===== config.mk =====
export PLATFORM = sky130hd
export DESIGN_NAME = first_fit_bitmap_allocator_flat
export DESIGN_NICKNAME = d
export VERILOG_FILES = /design/src/sv/ffba_pkg.sv /design/src/sv/ffba_if.sv /design/src/sv/ffba_ctrl.sv /design/src/sv/ffba_datapath.sv /design/src/sv/first_fit_bitmap_allocator.sv /design/src/flat_wrapper.sv
export SDC_FILE = /design/constraint.sdc
export NUM_CORES = 1
export LEC_CHECK = 0
export BUFFER_PORTS_ARGS = -buffer_cell sky130_fd_sc_hd__buf_4
export CAP_MARGIN = 20
export CORE_MARGIN = 2
export CORE_UTILIZATION = 68
export CTS_BUF_LIST = sky130_fd_sc_hd__clkbuf_4 sky130_fd_sc_hd__clkbuf_8 sky130_fd_sc_hd__clkbuf_16
export CTS_CLUSTER_SIZE = 30
export DETAILED_ROUTE_END_ITERATION = 7
export GPL_ROUTABILITY_DRIVEN = 0
export PLACE_DENSITY = 0.86
export SLEW_MARGIN = 10
export SYNTH_ARGS = -nofsm -noshare
export SYNTH_HDL_FRONTEND = slang
export SYNTH_SLANG_ARGS = --single-unit

===== constraint.sdc =====
create_clock -name clk -period 29.5 [get_ports clk]
set_input_delay 1.475 -clock clk [delete_from_list [all_inputs] [get_ports clk]]
set_output_delay 1.475 -clock clk [all_outputs]
set_load 0.005 [all_outputs]

===== src/sv/ffba_pkg.sv =====
// Shared types and constants for the first-fit bitmap allocator.
// No dependencies; every other file refers to this package by scoped names.
package ffba_pkg;

	localparam int POOL_BYTES_DEF = 512;
	localparam int SIZE_W         = 10;
	localparam int OFS_W          = 9;

	localparam logic CMD_ALLOC = 1'b0;
	localparam logic CMD_FREE  = 1'b1;

	localparam logic STATUS_OK      = 1'b0;
	localparam logic STATUS_NOSPACE = 1'b1;

	typedef enum logic [2:0] {
		ST_CLEAR,
		ST_IDLE,
		ST_DISP,
		ST_SCAN,
		ST_MARK,
		ST_RESP
	} state_t;

	// controller -> datapath
	typedef struct packed {
		logic in_rdy;
		logic clr;
		logic free_init;
		logic scan;
		logic mark;
		logic out_ld;
	} ctl_t;

	// datapath -> controller
	typedef struct packed {
		logic in_vld;
		logic clr_last;
		logic is_free;
		logic free_in;
		logic bad_size;
		logic hit;
		logic scan_last;
		logic mark_done;
		logic out_full;
	} sts_t;

endpackage


===== src/sv/ffba_if.sv =====
// Request and response channel interfaces (valid/ready) of the allocator.
// Depends on ffba_pkg for field widths.
interface ffba_req_if;
	logic                        valid;
	logic                        ready;
	logic                        cmd;
	logic [ffba_pkg::SIZE_W-1:0] req_size;
	logic [ffba_pkg::OFS_W-1:0]  free_offset;

	modport source (output valid, cmd, req_size, free_offset, input ready);
	modport sink   (input valid, cmd, req_size, free_offset, output ready);
endinterface

interface ffba_rsp_if;
	logic                       valid;
	logic                       ready;
	logic                       status;
	logic [ffba_pkg::OFS_W-1:0] start_offset;

	modport source (output valid, status, start_offset, input ready);
	modport sink   (input valid, status, start_offset, output ready);
endinterface


===== src/sv/ffba_ctrl.sv =====
// Sequencer of the allocator: clear pass, decode, scan, mark, respond.
// Depends on ffba_pkg; drives the datapath through ctl_t, reads sts_t.
module ffba_ctrl (
	input  logic            clk,
	input  logic            arst_n,
	input  ffba_pkg::sts_t  sts,
	output ffba_pkg::ctl_t  ctl
);

	ffba_pkg::state_t state_q;
	ffba_pkg::state_t state_nx;

	always_ff @(posedge clk or negedge arst_n) begin
		if (!arst_n) begin
			state_q <= ffba_pkg::ST_CLEAR;
		end else begin
			state_q <= state_nx;
		end
	end

	always_comb begin
		ctl      = '0;
		state_nx = state_q;
		unique case (state_q)
			ffba_pkg::ST_CLEAR: begin
				ctl.clr = 1'b1;
				if (sts.clr_last) state_nx = ffba_pkg::ST_IDLE;
			end
			ffba_pkg::ST_IDLE: begin
				ctl.in_rdy = 1'b1;
				if (sts.in_vld) state_nx = ffba_pkg::ST_DISP;
			end
			ffba_pkg::ST_DISP: begin
				if (sts.is_free) begin
					if (sts.free_in) begin
						ctl.free_init = 1'b1;
						state_nx      = ffba_pkg::ST_MARK;
					end else begin
						state_nx = ffba_pkg::ST_RESP;
					end
				end else if (sts.bad_size) begin
					state_nx = ffba_pkg::ST_RESP;
				end else begin
					state_nx = ffba_pkg::ST_SCAN;
				end
			end
			ffba_pkg::ST_SCAN: begin
				ctl.scan = 1'b1;
				if (sts.hit) state_nx = ffba_pkg::ST_MARK;
				else if (sts.scan_last) state_nx = ffba_pkg::ST_RESP;
			end
			ffba_pkg::ST_MARK: begin
				if (sts.mark_done) state_nx = ffba_pkg::ST_RESP;
				else ctl.mark = 1'b1;
			end
			ffba_pkg::ST_RESP: begin
				// wait only while the previous result is still unclaimed
				if (!sts.out_full) begin
					ctl.out_ld = 1'b1;
					state_nx   = ffba_pkg::ST_IDLE;
				end
			end
			default: state_nx = ffba_pkg::ST_CLEAR;
		endcase
	end

	a_accept_to_disp: assert property (@(posedge clk) disable iff (!arst_n)
		(state_q == ffba_pkg::ST_IDLE && sts.in_vld) |=> (state_q == ffba_pkg::ST_DISP))
		else $error("accepted beat did not advance to decode");

	a_hit_to_mark: assert property (@(posedge clk) disable iff (!arst_n)
		(state_q == ffba_pkg::ST_SCAN && sts.hit) |=> (state_q == ffba_pkg::ST_MARK))
		else $error("found run was not marked");

endmodule


===== src/sv/ffba_datapath.sv =====
// Datapath: used-bit memory, scan pointer and run counter, mark counter,
// request capture and response register. Depends on ffba_pkg and ffba_if.
module ffba_datapath #(
	parameter int POOL_BYTES = ffba_pkg::POOL_BYTES_DEF
) (
	input  logic            clk,
	input  logic            arst_n,
	ffba_req_if.sink        req,
	ffba_rsp_if.source      rsp,
	input  ffba_pkg::ctl_t  ctl,
	output ffba_pkg::sts_t  sts
);

	localparam int PW = $clog2(POOL_BYTES + 1);
	localparam int AW = (POOL_BYTES > 1) ? $clog2(POOL_BYTES) : 1;
	localparam int CW = (PW > ffba_pkg::SIZE_W) ? PW : ffba_pkg::SIZE_W;
	localparam logic [PW-1:0] POOL_P = PW'(POOL_BYTES);
	localparam logic [PW-1:0] LAST_P = PW'(POOL_BYTES - 1);
	localparam logic [CW-1:0] POOL_C = CW'(POOL_BYTES);

	logic mem_q [POOL_BYTES];

	logic [PW-1:0]                ptr_q;
	logic                         chk_v_s1;
	logic [PW-1:0]                chk_addr_s1;
	logic                         rd_data_s1;
	logic [CW-1:0]                run_q;
	logic [CW-1:0]                cnt_q;
	logic [CW-1:0]                start_q;
	logic                         fail_q;
	logic                         cmd_q;
	logic [ffba_pkg::SIZE_W-1:0]  size_q;
	logic [ffba_pkg::OFS_W-1:0]   ofs_q;
	logic                         out_valid_q;
	logic                         out_status_q;
	logic [ffba_pkg::OFS_W-1:0]   out_start_q;

	logic          accept;
	logic          rd_en;
	logic          wr_en;
	logic          wr_data;
	logic          hit;
	logic [CW-1:0] size_c;
	logic [CW-1:0] ofs_c;
	logic [CW-1:0] run_nx;
	logic [CW-1:0] start_c;
	logic [CW-1:0] room;
	logic [CW-1:0] free_len;

	assign accept  = ctl.in_rdy && req.valid;
	assign size_c  = CW'(size_q);
	assign ofs_c   = CW'(ofs_q);
	assign run_nx  = run_q + CW'(1);
	assign start_c = CW'(chk_addr_s1) + CW'(1) - size_c;
	assign room    = POOL_C - ofs_c;
	assign free_len = (size_c < room) ? size_c : room;

	assign rd_en   = ctl.scan && (ptr_q < POOL_P);
	assign wr_en   = ctl.clr || ctl.mark;
	assign wr_data = ctl.mark && (cmd_q == ffba_pkg::CMD_ALLOC);
	assign hit     = ctl.scan && chk_v_s1 && !rd_data_s1 && (run_nx == size_c);

	assign req.ready = ctl.in_rdy;

	always_comb begin
		sts           = '0;
		sts.in_vld    = req.valid;
		sts.clr_last  = (ptr_q == LAST_P);
		sts.is_free   = (cmd_q == ffba_pkg::CMD_FREE);
		sts.free_in   = (ofs_c < POOL_C);
		sts.bad_size  = (size_q == '0) || (size_c > POOL_C);
		sts.hit       = hit;
		sts.scan_last = ctl.scan && chk_v_s1 && (chk_addr_s1 == LAST_P);
		sts.mark_done = (cnt_q == '0);
		sts.out_full  = out_valid_q && !rsp.ready;
	end

	// single-port bit memory: written during clear/mark, read during scan
	always_ff @(posedge clk) begin
		if (wr_en) mem_q[ptr_q[AW-1:0]] <= wr_data;
		if (rd_en) rd_data_s1 <= mem_q[ptr_q[AW-1:0]];
	end

	always_ff @(posedge clk or negedge arst_n) begin
		if (!arst_n) begin
			ptr_q       <= '0;
			chk_v_s1    <= 1'b0;
			out_valid_q <= 1'b0;
		end else begin
			chk_v_s1 <= rd_en;
			if (accept) ptr_q <= '0;
			else if (hit) ptr_q <= start_c[PW-1:0];
			else if (ctl.free_init) ptr_q <= ofs_c[PW-1:0];
			else if (wr_en || rd_en) ptr_q <= ptr_q + PW'(1);
			if (ctl.out_ld) out_valid_q <= 1'b1;
			else if (rsp.ready) out_valid_q <= 1'b0;
		end
	end

	always_ff @(posedge clk) begin
		chk_addr_s1 <= ptr_q;
		if (accept) begin
			cmd_q   <= req.cmd;
			size_q  <= req.req_size;
			ofs_q   <= req.free_offset;
			run_q   <= '0;
			start_q <= '0;
			fail_q  <= (req.cmd == ffba_pkg::CMD_ALLOC);
		end else if (ctl.scan && chk_v_s1) begin
			run_q <= rd_data_s1 ? '0 : run_nx;
			if (hit) begin
				start_q <= start_c;
				fail_q  <= 1'b0;
			end
		end
		if (hit) cnt_q <= size_c;
		else if (ctl.free_init) cnt_q <= free_len;
		else if (ctl.mark) cnt_q <= cnt_q - CW'(1);
		if (ctl.out_ld) begin
			out_status_q <= fail_q ? ffba_pkg::STATUS_NOSPACE : ffba_pkg::STATUS_OK;
			out_start_q  <= start_q[ffba_pkg::OFS_W-1:0];
		end
	end

	assign rsp.valid        = out_valid_q;
	assign rsp.status       = out_status_q;
	assign rsp.start_offset = out_start_q;

	a_port_conflict: assert property (@(posedge clk) disable iff (!arst_n)
		!(rd_en && wr_en))
		else $error("bit memory read and written in one cycle");

	a_mark_count: assert property (@(posedge clk) disable iff (!arst_n)
		ctl.mark |-> (cnt_q != '0))
		else $error("mark write past end of run");

	a_fail_offset: assert property (@(posedge clk) disable iff (!arst_n)
		(ctl.out_ld && fail_q) |=> (rsp.start_offset == '0))
		else $error("failed allocate returned nonzero offset");

endmodule


===== src/sv/first_fit_bitmap_allocator.sv =====
// First-fit bitmap allocator, one request at a time.
// An allocate is decoded, scanned for the first free run of its size, marked and
//   answered; a free clears its length; zero-size or oversize allocates skip the scan.
// One used bit is read per scan cycle and one bit written per mark cycle, through
//   the single memory port.
// Reset: asynchronous; a clear pass zeroes the map first.
module first_fit_bitmap_allocator #(
	parameter int POOL_BYTES = ffba_pkg::POOL_BYTES_DEF
) (
	input logic         clk,
	input logic         arst_n,
	ffba_req_if.sink    req,
	ffba_rsp_if.source  rsp
);

	ffba_pkg::ctl_t ctl;
	ffba_pkg::sts_t sts;

	ffba_ctrl u_ctrl (
		.clk    (clk),
		.arst_n (arst_n),
		.sts    (sts),
		.ctl    (ctl)
	);

	ffba_datapath #(
		.POOL_BYTES (POOL_BYTES)
	) u_datapath (
		.clk    (clk),
		.arst_n (arst_n),
		.req    (req),
		.rsp    (rsp),
		.ctl    (ctl),
		.sts    (sts)
	);

endmodule


===== src/flat_wrapper.sv =====
// flat-port wrapper written by rule: the top's interface ports become plain ports
module first_fit_bitmap_allocator_flat 
#(
	parameter int POOL_BYTES = ffba_pkg::POOL_BYTES_DEF
)
  (clk, arst_n, req_valid, req_cmd, req_req_size, req_free_offset, req_ready, rsp_valid, rsp_status, rsp_start_offset, rsp_ready);
  ffba_req_if req_i ();
  ffba_rsp_if rsp_i ();
  input logic clk;
  input logic arst_n;
  input wire logic [$bits(req_i.valid)-1:0] req_valid;
  input wire logic [$bits(req_i.cmd)-1:0] req_cmd;
  input wire logic [$bits(req_i.req_size)-1:0] req_req_size;
  input wire logic [$bits(req_i.free_offset)-1:0] req_free_offset;
  output wire logic [$bits(req_i.ready)-1:0] req_ready;
  output wire logic [$bits(rsp_i.valid)-1:0] rsp_valid;
  output wire logic [$bits(rsp_i.status)-1:0] rsp_status;
  output wire logic [$bits(rsp_i.start_offset)-1:0] rsp_start_offset;
  input wire logic [$bits(rsp_i.ready)-1:0] rsp_ready;
  assign req_i.valid = req_valid;
  assign req_i.cmd = req_cmd;
  assign req_i.req_size = req_req_size;
  assign req_i.free_offset = req_free_offset;
  assign req_ready = req_i.ready;
  assign rsp_valid = rsp_i.valid;
  assign rsp_status = rsp_i.status;
  assign rsp_start_offset = rsp_i.start_offset;
  assign rsp_i.ready = rsp_ready;
  first_fit_bitmap_allocator #(.POOL_BYTES(POOL_BYTES)) u_core (.clk(clk), .arst_n(arst_n), .req(req_i), .rsp(rsp_i));
endmodule

==> results.sh <==
export IMPL_nFillCells=2229
export IMPL_numClockSinks=598
export IMPL_layout_common_cells="edfxtp_1 (554), nor2_1 (550), mux4_2 (146)"
export IMPL_synth_compound_area_frac=0.03413
export IMPL_synth_top_family_by_area="multiplexers"
export IMPL_synth_yosys_seq_area_share=0.6564
export IMPL_maxSlewViolCount=0
export IMPL_antenna_found_initial=0
export IMPL_synthFlopType="edfxtp_1"
export IMPL_n_antenna_cell=0
export IMPL_ys_ff_latch=598
export IMPL_drt_wl_total_mm=62.93
export IMPL_path_max_fanout=44
export IMPL_leakage_uw=0.008312
export IMPL_yosys_warnings=0
export IMPL_synthAdderAreaFrac=0.01615
export IMPL_synth_edf_count=554
export IMPL_worst_pin_slew_ns=1.101
export IMPL_grt_usage=0.3130
export IMPL_cts_hold_buf=0
export IMPL_status="finished, final reports clean"
export IMPL_synthSimpleGateAreaFrac=0.1229
export IMPL_dieArea_um2=41020
export IMPL_synthTopCellsByArea="edfxtp_1 (62%), mux4_2 (12%), nor2_1 (7.7%)"
export IMPL_crit_required_ns=29.86
export IMPL_wl_per_cell_um=25.32
export IMPL_dp_cells=2382
export IMPL_grt_setup_unrepaired="false"
export IMPL_area_growth_pct=8.809
export IMPL_finalCritPeriodShare=0.1761
export IMPL_postCtsSetupBuffers=0
export IMPL_insertion_delay_ns=0.62
export IMPL_clock_skew_ns=0.01621
export IMPL_syn_area_um2=26800
export IMPL_vdd_ir_drop_max_mv=0.04771
export IMPL_io_pins=36
export IMPL_drc=0
export IMPL_yosys_area_share_xor_xnor=0.01405
export IMPL_muxShareOfSynthArea=0.1284
export IMPL_critPathCaptureType="register"
export IMPL_grt_max_degree=272
export IMPL_layout_nets=1981
export IMPL_synth_avg_cell_area_um2=13.76
export IMPL_synth_top_area_frac=0.6207
export IMPL_regToRegSetupSlack_ns=24.30
export IMPL_start_kind="register"
export IMPL_grt_pass1_vias=16740
export IMPL_max_freq_mhz=192.5
export IMPL_path_class="register to register"
export IMPL_grt_overflow=0
export IMPL_finalNonFillerCells=2485
export IMPL_setup_viol=0
export IMPL_die_y_um=202.5
export IMPL_clockRootBuffer="clkbuf_16"
export IMPL_io_buffers=35
export IMPL_multi_input_area_um2=8494
export IMPL_rows=72
export IMPL_cts_buffer_depth=3
export IMPL_die_w_um=202.5
export IMPL_synth_cell_types=63
export IMPL_min_path_type="register to register"
export IMPL_async_flop_share=0.02508
export IMPL_clk_pin_slew_ns=0.06
export IMPL_critical_path_arrival_ns=5.55
export IMPL_postSynthCellCount=1948
export IMPL_drtIter0Drc=2497
export IMPL_dr_total_vias=16710
export IMPL_syn_num_nets=2006
export IMPL_timing_slew_headroom=0.2561
export IMPL_cts_inserted_buffers=57
export IMPL_cellPowerDensity_nw_per_um2=55.48
export IMPL_fin_crit_ns=5.195
export IMPL_cts_htree_levels=2
export IMPL_yosys_area_top_type="edfxtp_1"
export IMPL_first_pass_iters=6
export IMPL_hold_viol=0
export IMPL_start_util=0.6919
export IMPL_tritoncts="built"
export IMPL_seq_area_um2=17600
export IMPL_drive_above_1_share=0.1622
export IMPL_drv_cap=0
export IMPL_antenna_left=0
export IMPL_grt_pass1_wl_mm=95.57
export IMPL_core_area_um2=38740
export IMPL_routed_via_density=6.725
export IMPL_hpwl_mm=35.69
export IMPL_cts_resized=0
export IMPL_final_common_cell="edfxtp_1"
export IMPL_finalSetupTns_ns=0
==> synth_stat cells (21+ instances only) <==
| library cell | instances |
|---|---|
| edfxtp_1 | 554 |
| nor2_1 | 551 |
| mux4_2 | 146 |
| nand2_1 | 113 |
| clkbuf_1 | 110 |
| a21oi_1 | 35 |
| ha_1 | 33 |
| dfxtp_1 | 29 |
| o21ai_0 | 29 |
| inv_1 | 28 |
| nand3_1 | 24 |
| buf_2 | 23 |
| xnor2_1 | 22 |
| xor2_1 | 21 |
==> kinds of logic after synthesis <==
logic type,after synthesis
AO/OA/AOI/OAI,142
XOR/XNOR,43
adder cells (fa/ha/maj),34
buffers and inverters,179
flip-flops,598
multiplexers,161
AND/OR/NAND/NOR,791
==> power by group <==
| group | switching, µW | internal, µW | leakage, µW |
|---|---|---|---|
| sequential | 0.00000000000000294 | 913 | 0.00433 |
| clock | 306 | 396 | 0.000897 |
| combinational | 0.955 | 1.91 | 0.00308 |
| total | 307 | 1310 | 0.00831 |
==> layout make-up <==
type,instances,share of cell area
Tap cell,518,0.02223
Clock inverter,31,0.007551
Sequential cell,598,0.6036
Multi-Input combinational cell,1171,0.2913
Timing Repair Buffer,66,0.01841
Clock buffer,72,0.05320
Inverter,29,0.003733
==> per-layer routing <==
layer  routed length [µm]  vias to the layer above  track usage
li1                     -                     7099            -
met2                30690                     1070       0.5042
met3                 6844                      258      0.06870
met5                    0                        -            0
met4                 3377                        0       0.1606
met1                22010                     8285       0.4083
==> worst max-delay path: stages, from the launching register on <==
cell and delay [ns]:
dfrtp_4 0.91, buf_4 0.82, buf_4 0.77, mux4_2 0.60
mux4_2 0.48, a22oi_1 0.32, nand2_1 0.11, a211oi_1 0.41
nand2_1 0.12, or3_1 0.33
==> worst paths after layout <==
check / from / end / depth (start not counted)
min in group asynchronous: arst_n / u_core.u_datapath.ptr_q[6] / 1
hold / removal: u_core.u_datapath.fail_q / u_core.u_datapath.rsp.status / 0
setup reg to reg: u_core.u_datapath.ptr_q[0] / u_core.u_datapath.rd_data_s1 / 9
hold reg to reg: u_core.u_datapath.fail_q / u_core.u_datapath.rsp.status / 0
max in group asynchronous: arst_n / u_core.u_datapath.ptr_q[0] / 1
setup / recovery: u_core.u_datapath.ptr_q[0] / u_core.u_datapath.rd_data_s1 / 9
==> flip-flops by register name, summed over array words and instances (netlist names) <==
signal,cells
u_core.u_datapath.cmd_q,1
u_core.u_datapath.ptr_q,10
u_core.u_datapath.rd_data_s1,1
u_core.u_datapath.fail_q,1
u_core.u_ctrl.state_q,3
u_core.u_datapath.chk_addr_s1,10
u_core.u_datapath.ofs_q,9
u_core.u_datapath.size_c,10
u_core.u_datapath.rsp.status,1
u_core.u_datapath.rsp.valid,1
u_core.u_datapath.chk_v_s1,1
u_core.u_datapath.cnt_q,10
u_core.u_datapath.rsp.start_offset,9
u_core.u_datapath.start_q,9
u_core.u_datapath.run_q,10
u_core.u_datapath.mem_q,512
==> stage by stage <==
step           instance area (µm²)  hold slack, ns  total power (µW)    util  setup slack (ns)
3_5_place_dp                 27390          0.4106             933.5  0.7070             24.29
3_3_place_gp                 27350          0.4113             933.4  0.7059             24.42
5_1_grt                      29160          0.4423              1650  0.7528             23.94
2_1_floorplan                26800          0.3454             930.6       -             14.01
4_1_cts                      29160          0.4250              1621  0.7527             24.22
6_report                     29160          0.4207              1618  0.7528             24.30
Power figures use the tool's default switching activity.
